===== config.mk =====
export PLATFORM = sky130hd
export DESIGN_NAME = limit_switch_motor_ramp
export DESIGN_NICKNAME = d
export VERILOG_FILES = /design/src/hdl/lsmr_pkg.sv /design/src/hdl/limit_switch_motor_ramp.sv
export SDC_FILE = /design/constraint.sdc
export NUM_CORES = 1
export LEC_CHECK = 0
export BUFFER_PORTS_ARGS = -buffer_cell sky130_fd_sc_hd__buf_2
export CAP_MARGIN = 20
export CELL_PAD_IN_SITES_DETAIL_PLACEMENT = 1
export CELL_PAD_IN_SITES_GLOBAL_PLACEMENT = 2
export CORE_ASPECT_RATIO = 2
export CORE_MARGIN = 1.5
export CORE_UTILIZATION = 42
export DETAILED_ROUTE_END_ITERATION = 8
export PLACE_DENSITY = 0.95
export SLEW_MARGIN = 15
export SYNTH_ARGS = -nofsm -noshare
export SYNTH_HDL_FRONTEND = slang
export SYNTH_SLANG_ARGS = --single-unit

===== constraint.sdc =====
create_clock -name i_clk -period 12.83 [get_ports i_clk]
set_input_delay 1.283 -clock i_clk [delete_from_list [all_inputs] [get_ports i_clk]]
set_output_delay 1.283 -clock i_clk [all_outputs]
set_load 0.005 [all_outputs]

===== src/hdl/lsmr_pkg.sv =====
// Package for the limit switch motor ramp block.
// Holds the item structs, register indexes and reset defaults; depends on nothing.
`default_nettype none

package lsmr_pkg;

    // Default scale of the PWM compare counts at full power.
    localparam int FULL_SCALE_DEFAULT = 1500;

    // Width of the configuration register index.
    localparam int CFG_INDEX_W = 3;

    // Command codes carried by a hardpoint command.
    localparam logic [15:0] CMD_LOWER = 16'd0;
    localparam logic [15:0] CMD_RAISE = 16'd1;

    // Input item kinds.
    localparam logic KIND_TICK    = 1'b0;
    localparam logic KIND_COMMAND = 1'b1;

    // Configuration register indexes.
    typedef enum logic [CFG_INDEX_W-1:0] {
        CFG_HARDPOINT_ADDRESS = 3'd0,
        CFG_DOWN_TARGET       = 3'd1,
        CFG_UP_TARGET         = 3'd2,
        CFG_DOWN_ACCEL_STEP   = 3'd3,
        CFG_UP_ACCEL_STEP     = 3'd4,
        CFG_DOWN_BRAKE_STEP   = 3'd5,
        CFG_UP_BRAKE_STEP     = 3'd6
    } t_cfg_reg;

    // Register reset values.
    localparam logic [7:0]         RST_HARDPOINT_ADDRESS = 8'd220;
    localparam logic [14:0]        RST_DOWN_TARGET       = 15'd9830;
    localparam logic signed [15:0] RST_UP_TARGET         = -16'sd19661;
    localparam logic [14:0]        RST_DOWN_ACCEL_STEP   = 15'd10;
    localparam logic [14:0]        RST_UP_ACCEL_STEP     = 15'd20;
    localparam logic [14:0]        RST_DOWN_BRAKE_STEP   = 15'd49;
    localparam logic [14:0]        RST_UP_BRAKE_STEP     = 15'd98;

    // One input item: a tick or a hardpoint command.
    typedef struct packed {
        logic        kind;
        logic [7:0]  target_hardpoint;
        logic [15:0] command_code;
        logic [6:0]  sender_id;
        logic        down_switch_open;
        logic        up_switch_open;
        logic        controller_alive;
    } t_in_item;

    // One result item: power, the two PWM duties and the direction.
    typedef struct packed {
        logic signed [15:0] motor_power;
        logic [10:0]        down_duty;
        logic [10:0]        up_duty;
        logic               going_up;
    } t_out_item;

endpackage

`default_nettype wire


===== src/hdl/limit_switch_motor_ramp.sv =====
// Top level of the limit switch motor ramp: command decode, power ramp and PWM split.
// Depends on lsmr_pkg for the item structs, register indexes and defaults.
`default_nettype none

// Soft-start drive for a DC motor running between an up and a down end switch.
// Each transfer on the input channel is either a 1 ms tick or a hardpoint command;
// every item gives exactly one result carrying the power, the two PWM duties and the
// direction as they stand after that item. The block takes one item per clock cycle
// while the result channel does not stall, and a result is offered once its item has
// passed an input register, a stage that updates direction and power, and a result
// register after the duty multiplier. Configuration writes are always ready and
// should only be issued while the block is idle.
module limit_switch_motor_ramp #(
    parameter int FULL_SCALE_COUNTS = lsmr_pkg::FULL_SCALE_DEFAULT
) (
    input  wire                                 i_clk,
    input  wire                                 i_rst_n,
    // input item channel
    input  wire                                 i_valid,
    output logic                                o_stall,
    input  lsmr_pkg::t_in_item                  i_data,
    // result channel
    output logic                                o_valid,
    input  wire                                 i_stall,
    output lsmr_pkg::t_out_item                 o_data,
    // configuration write channel
    input  wire                                 i_cfg_valid,
    output logic                                o_cfg_ready,
    input  wire  [lsmr_pkg::CFG_INDEX_W-1:0]    i_cfg_index,
    input  wire  [15:0]                         i_cfg_data
);

    localparam logic [15:0] FullScale = 16'(FULL_SCALE_COUNTS);

    // Saturate a widened sum to the signed 16-bit power range.
    function automatic logic signed [15:0] sat16(input logic signed [17:0] v);
        logic signed [15:0] r;
        if (v > 18'sd32767) begin
            r = 16'sh7FFF;
        end else if (v < -18'sd32768) begin
            r = 16'sh8000;
        end else begin
            r = v[15:0];
        end
        return r;
    endfunction

    // Configuration registers.
    logic [7:0]         r_hp_addr;
    logic [14:0]        r_down_target;
    logic signed [15:0] r_up_target;
    logic [14:0]        r_down_accel;
    logic [14:0]        r_up_accel;
    logic [14:0]        r_down_brake;
    logic [14:0]        r_up_brake;

    // Pipeline registers.
    logic               r_a_valid;
    lsmr_pkg::t_in_item r_a_item;
    logic               r_b_valid;
    logic signed [15:0] r_b_power;
    logic               r_b_dir;
    logic               r_c_valid;
    lsmr_pkg::t_out_item r_c_item;

    // Block state.
    logic               r_dir_up;
    logic signed [15:0] r_power;
    logic [6:0]         r_node;

    logic               n_dir_up;
    logic signed [15:0] n_power;
    logic [6:0]         n_node;

    logic               a_move;
    logic               b_move;

    // Stage handshakes: a stage advances when the next one is empty or emptying.
    assign b_move  = r_b_valid && (!r_c_valid || !i_stall);
    assign a_move  = r_a_valid && (!r_b_valid || b_move);
    assign o_stall = r_a_valid && !a_move;
    assign o_valid = r_c_valid;
    assign o_data  = r_c_item;
    assign o_cfg_ready = 1'b1;

    // Configuration writes; indexes beyond the list are dropped.
    always_ff @(posedge i_clk) begin
        if (!i_rst_n) begin
            r_hp_addr     <= lsmr_pkg::RST_HARDPOINT_ADDRESS;
            r_down_target <= lsmr_pkg::RST_DOWN_TARGET;
            r_up_target   <= lsmr_pkg::RST_UP_TARGET;
            r_down_accel  <= lsmr_pkg::RST_DOWN_ACCEL_STEP;
            r_up_accel    <= lsmr_pkg::RST_UP_ACCEL_STEP;
            r_down_brake  <= lsmr_pkg::RST_DOWN_BRAKE_STEP;
            r_up_brake    <= lsmr_pkg::RST_UP_BRAKE_STEP;
        end else if (i_cfg_valid && o_cfg_ready) begin
            unique case (i_cfg_index)
                lsmr_pkg::CFG_HARDPOINT_ADDRESS: r_hp_addr     <= i_cfg_data[7:0];
                lsmr_pkg::CFG_DOWN_TARGET:       r_down_target <= i_cfg_data[14:0];
                lsmr_pkg::CFG_UP_TARGET:         r_up_target   <= i_cfg_data;
                lsmr_pkg::CFG_DOWN_ACCEL_STEP:   r_down_accel  <= i_cfg_data[14:0];
                lsmr_pkg::CFG_UP_ACCEL_STEP:     r_up_accel    <= i_cfg_data[14:0];
                lsmr_pkg::CFG_DOWN_BRAKE_STEP:   r_down_brake  <= i_cfg_data[14:0];
                lsmr_pkg::CFG_UP_BRAKE_STEP:     r_up_brake    <= i_cfg_data[14:0];
                default: begin
                end
            endcase
        end
    end

    // Input register stage.
    always_ff @(posedge i_clk) begin
        if (!i_rst_n) begin
            r_a_valid <= 1'b0;
        end else if (!o_stall) begin
            r_a_valid <= i_valid;
        end
    end

    always_ff @(posedge i_clk) begin
        if (!o_stall && i_valid) begin
            r_a_item <= i_data;
        end
    end

    // Next state: command decode or one tick of the ramp.
    always_comb begin
        logic signed [17:0] p_ext;
        logic [16:0]        p_mag;
        logic signed [17:0] ut_ext;
        logic [16:0]        ut_mag;
        logic               dir_tick;
        n_dir_up = r_dir_up;
        n_power  = r_power;
        n_node   = r_node;
        p_ext    = {{2{r_power[15]}}, r_power};
        p_mag    = r_power[15] ? 17'(-p_ext) : 17'(p_ext);
        ut_ext   = {{2{r_up_target[15]}}, r_up_target};
        ut_mag   = r_up_target[15] ? 17'(-ut_ext) : 17'(ut_ext);
        dir_tick = r_dir_up;
        if (r_a_item.kind == lsmr_pkg::KIND_COMMAND) begin
            // Only a matching address with a raise or lower code is obeyed.
            if (r_a_item.target_hardpoint == r_hp_addr &&
                (r_a_item.command_code == lsmr_pkg::CMD_LOWER ||
                 r_a_item.command_code == lsmr_pkg::CMD_RAISE)) begin
                n_dir_up = r_a_item.command_code[0];
                n_node   = r_a_item.sender_id;
            end
        end else begin
            // A lost controller sends the motor up when a nonzero sender node is recorded.
            if (!r_a_item.controller_alive && r_node != 7'd0) begin
                dir_tick = 1'b1;
            end
            n_dir_up = dir_tick;
            if (!dir_tick) begin
                if (r_a_item.down_switch_open) begin
                    if (p_mag < {2'b00, r_down_target}) begin
                        n_power = sat16(p_ext + {3'b000, r_down_accel});
                    end else begin
                        n_power = {1'b0, r_down_target};
                    end
                end else begin
                    if (p_mag > {1'b0, r_down_brake, 1'b0}) begin
                        n_power = sat16(p_ext - {3'b000, r_down_brake});
                    end else begin
                        n_power = 16'sd0;
                    end
                end
            end else begin
                if (r_a_item.up_switch_open) begin
                    if (p_mag < ut_mag) begin
                        n_power = sat16(p_ext - {3'b000, r_up_accel});
                    end else begin
                        n_power = r_up_target;
                    end
                end else begin
                    if (p_mag > {1'b0, r_up_brake, 1'b0}) begin
                        n_power = sat16(p_ext + {3'b000, r_up_brake});
                    end else begin
                        n_power = 16'sd0;
                    end
                end
            end
        end
    end

    // State update and snapshot into the middle stage.
    always_ff @(posedge i_clk) begin
        if (!i_rst_n) begin
            r_dir_up  <= 1'b1;
            r_power   <= 16'sd0;
            r_node    <= 7'd0;
            r_b_valid <= 1'b0;
        end else begin
            if (a_move) begin
                r_dir_up <= n_dir_up;
                r_power  <= n_power;
                r_node   <= n_node;
            end
            if (a_move) begin
                r_b_valid <= 1'b1;
            end else if (b_move) begin
                r_b_valid <= 1'b0;
            end
        end
    end

    always_ff @(posedge i_clk) begin
        if (a_move) begin
            r_b_power <= n_power;
            r_b_dir   <= n_dir_up;
        end
    end

    // Duty split: scale the magnitude and saturate to the 11-bit compare range.
    logic signed [16:0] b_ext;
    logic [15:0]        b_mag;
    logic [31:0]        b_prod;
    logic [16:0]        b_scaled;
    logic [10:0]        b_duty;

    assign b_ext    = {r_b_power[15], r_b_power};
    assign b_mag    = r_b_power[15] ? 16'(-b_ext) : r_b_power;
    assign b_prod   = FullScale * b_mag;
    assign b_scaled = b_prod[31:15];
    assign b_duty   = (b_scaled > 17'd2047) ? 11'd2047 : b_scaled[10:0];

    // Result register.
    always_ff @(posedge i_clk) begin
        if (!i_rst_n) begin
            r_c_valid <= 1'b0;
        end else if (b_move) begin
            r_c_valid <= 1'b1;
        end else if (!i_stall) begin
            r_c_valid <= 1'b0;
        end
    end

    always_ff @(posedge i_clk) begin
        if (b_move) begin
            r_c_item.motor_power <= r_b_power;
            r_c_item.down_duty   <= (!r_b_power[15] && r_b_power != 16'sd0) ? b_duty : 11'd0;
            r_c_item.up_duty     <= r_b_power[15] ? b_duty : 11'd0;
            r_c_item.going_up    <= r_b_dir;
        end
    end

    // Only one drive channel is ever active in a result.
    assert property (@(posedge i_clk) disable iff (!i_rst_n)
        o_valid |-> (o_data.down_duty == 11'd0 || o_data.up_duty == 11'd0))
        else $error("both PWM duties active in one result");

    // Zero power gives no drive on either channel.
    assert property (@(posedge i_clk) disable iff (!i_rst_n)
        (o_valid && o_data.motor_power == 16'sd0) |->
        (o_data.down_duty == 11'd0 && o_data.up_duty == 11'd0))
        else $error("duty present with zero power");

    // The input side only stalls when its register holds an item that cannot advance.
    assert property (@(posedge i_clk) disable iff (!i_rst_n)
        o_stall |-> (r_a_valid && r_b_valid && r_c_valid && i_stall))
        else $error("input stalled with room downstream");

    // An item in the input register with the middle stage empty moves on at once.
    assert property (@(posedge i_clk) disable iff (!i_rst_n)
        (r_a_valid && !r_b_valid) |=> r_b_valid)
        else $error("item did not advance into an empty stage");

    // Power only changes when an item passes the update stage.
    assert property (@(posedge i_clk) disable iff (!i_rst_n)
        !$past(a_move) |-> $stable(r_power))
        else $error("power changed without an item");

endmodule

`default_nettype wire

==> metrics.md <==
| Metric | Value |
|---|---|
| Layout Nets | `2393` |
| WP data arrival | `7.85 ns` |
| Largest net degree at the start of global routing | `104` |
| # hold bufs at CTS | `0` |
| Die Area | `0.0426 mm^2` |
| Hold path depth | `0` |
| Finished Layout Cells | `about 2600` |
| Routability cong. | `1.04` |
| Final hold viol count | `0` |
| Syn_area_per_cell | `between 8 and 9 um^2` |
| Routed Wire Length | `62900 um` |
| TritonCTS Sinks | `217` |
| Crit path max-delay family | `adder cells` |
| Row cnt | `between 100 and 150` |
| Worst flop-to-flop path endpoint | `o_data[22]` |
| Flop2flop setup slack | `about 5.4 ns` |
| Startpoint Class | `register` |
| CP cell instances | `or4_1 > or3_1 > or2_2 > nand2_1 > xor2_1 > inv_1 > ha_1 > inv_1 > fa_1 > inv_1 > fa_1 > inv_1 > fa_1 > inv_1 > ha_1 > nand2_1 > o31ai_1 > a21oi_1 > o311ai_0 > xor2_1 > nand2_1 > o21ai_0` |
| Seq/Total Area, Yosys | `30.3%` |
| P per Cell Area | `206 mW/mm^2` |
| Vias in the first global route | `16700` |
| Resized cells post-CTS | `0` |
| Max Slew Vio Count | `0` |
| Final Skew | `0.0203 ns` |
| Crit path kind | `register to register` |
| Layout cells sized above 1 | `9.42%` |
| Crit path max-delay cell type | `xor2_1` |
| Wire per inst | `between 20 and 25 um` |
| Overall power | `roughly 4.0 mW` |
| DRC viols | `0` |
| Most used DFF post-synth | `dfxtp_1` |
| CTS max path bufs | `3` |
| Pre-CTS setup slack | `approximately 5.4 ns` |
| R2R depth | `22` |
| Synth-to-layout area growth | `11.2%` |
| Fillers | `4913` |
| Post-Place Cells | `2593` |
| Most common library cells after synthesis | `300 x nand2_1, 241 x inv_1, 189 x ha_1, 126 x dfxtp_1, 103 x a21oi_1` |
| CP Capture Type | `register` |
| Synth top area share | `roughly 16%` |
| Worst flop-to-flop path startpoint | `r_b_power[4]` |
| Worst Hold Path EP | `o_data[0]` |
| Post-synth design cell area | `0.0173 mm^2` |
| Syn. warnings | `0` |
| RSZ-0062 raised after global routing | `false` |
| Total grt overflow | `0` |
| Root Buffer | `clkbuf_16` |
| FF+latch count, synth | `approximately 220` |
| Post-synth EDFFs | `91` |
| Seq. cell area | `around 0.0053 mm^2` |
| DRT Pass-1 Iters | `5` |
| CP dominant cell by count | `inv_1` |
| Hold Crit Start | `r_b_dir` |
| Leakage | `8.66 nW` |
| Worst-path clk slew | `0.08 ns` |
| CTS tree | `built` |
| CP bufs+invs | `5` |
| Die Width | `147 um` |
| Post-route ant nets | `0` |
| Detailed Route Iter0 Violations | `534` |
| Final Cell Area | `between 0.015 and 0.02 mm^2` |
| Global-route wire length before repair | `95800 um` |
| Setup violators final | `0` |
| Dpl cell area | `0.0185 mm^2` |
| Synth async-reset ratio | `0%` |
| Clock latency on the worst-skew pair | `0.56 ns` |
| Post-CTS Repair Setup Buffers | `0` |
| # diodes | `0` |
| Max_cap viols | `0` |
| Area leader, netlist | `edfxtp_1` |
| Vias per std cell | `5.84` |
| Crit Path Max Fanout | `9` |
| Setup ws final | `5.36 ns` |
| Hold WC Path Type | `register to register` |
| Total negative slack | `0 ns` |
| Outcome | `complete, no violations` |
| Crit. Startpoint | `r_b_power[4]` |
| Global Route Usage Sum | `29.6%` |
| H-tree depth | `1` |
| Worst Path Required | `13.21 ns` |
| CTS buffer count | `23` |
| PortBufs | `99` |
| I/O pin cnt | `101` |
| Dpl hpwl | `50600 um` |
| Starting density of the core | `42.5%` |
| Vias | `roughly 15000` |
| Fmax | `about 130 MHz` |
| Worst slew margin relative to its limit | `around a third` |
| Max incr delay on CP | `0.61 ns` |
| Final critical-path share of the clock period | `58.3%` |
| Multi-input gate area | `0.0109 mm^2` |
| Count leader, synth | `nand2_1` |
| Main area contributors after synthesis | `edfxtp_1 16%, dfxtp_1 15%, ha_1 14%` |
| Crit path time final | `7.47 ns` |
| Peak VDD IR | `0.000174 V` |
| Antenna violations before repair | `1` |
| Worst slew pin tran | `0.962 ns` |
| Synth unique cells | `93` |
| Die height | `between 200 and 300 um` |
| Mapped Cells | `1989` |
| Core Area | `roughly 0.041 mm^2` |
==> through the flow <==
step / hold WS [ns] / util, %
after floorplan: 0.400 / -
after global placement: 0.413 / 45.2
after detailed placement: 0.420 / 45.2
after CTS: 0.427 / 47.2
after global routing: 0.441 / 47.2
final: 0.424 / 47.2
==> sequential cells by signal, indices dropped and copies added (netlist names), 16 cells and up <==
signal	cells
o_data	39
r_a_item	35
r_b_power	16
r_power	16
r_up_target	16
==> kinds of logic after synthesis <==
| group | Yosys count | share of synthesized area [%] |
|---|---|---|
| other cells | 2 | 0.0433 |
| flops | 217 | 30.3 |
| simple gates | 578 | 15.3 |
| fa+ha+maj | 248 | 20.4 |
| xor+xnor | 116 | 5.86 |
| mux | 17 | 1.02 |
| buf+inv | 301 | 6.77 |
| compound gates | 510 | 20.2 |
==> metal layers <==
layer	vias to the layer above	part of all wire [%]	global-route usage (%)
met2	433	52	55.2
met5	-	0	0
li1	7150	-	-
met3	241	4.1	4.62
met4	0	11	26.6
met1	7583	33	27.1
==> cell type report <==
| class | count | area share [%] |
|---|---|---|
| multi-input combinational | 1472 | 56.7 |
| sequential | 217 | 27.2 |
| inverter | 244 | 4.75 |
| timing repair buffer | 128 | 3.67 |
| tap | 535 | 3.47 |
| clock buffer | 27 | 3.11 |
| clock inverter | 14 | 0.999 |
==> cell usage in the layout (no fill, tap or decap), types with 13 or more instances in the layout <==
cell type	count
a211oi_1	14
a21boi_0	69
a21o_1	41
a21oi_1	103
and3_1	14
buf_2	101
buf_4	27
clkbuf_16	23
dfxtp_1	126
edfxtp_1	91
fa_1	59
ha_1	189
inv_1	241
nand2_1	300
nand2b_1	19
nand3_1	41
nand4_1	14
nor2_1	71
nor2b_1	23
nor3_1	24
nor4_1	15
o211ai_1	29
o21a_1	20
o21ai_0	92
o21bai_1	13
o31ai_1	23
or3_1	15
xnor2_1	74
xor2_1	42
==> worst max path at each step <==
stage / endpoint / depth (start not counted)
after floorplan: o_data[11] / 22
after global placement: o_data[15] / 22
after detailed placement: o_data[22] / 22
after CTS: o_data[22] / 24
after global routing: o_data[15] / 24
final: o_data[22] / 22
==> where the power goes <==
group | internal (mW) | switching (mW)
registers | 0.856 | 0.0394
clock network | 0.420 | 0.314
logic | 0.915 | 1.42
total | 2.19 | 1.78
(Power assumes the default switching activity.)
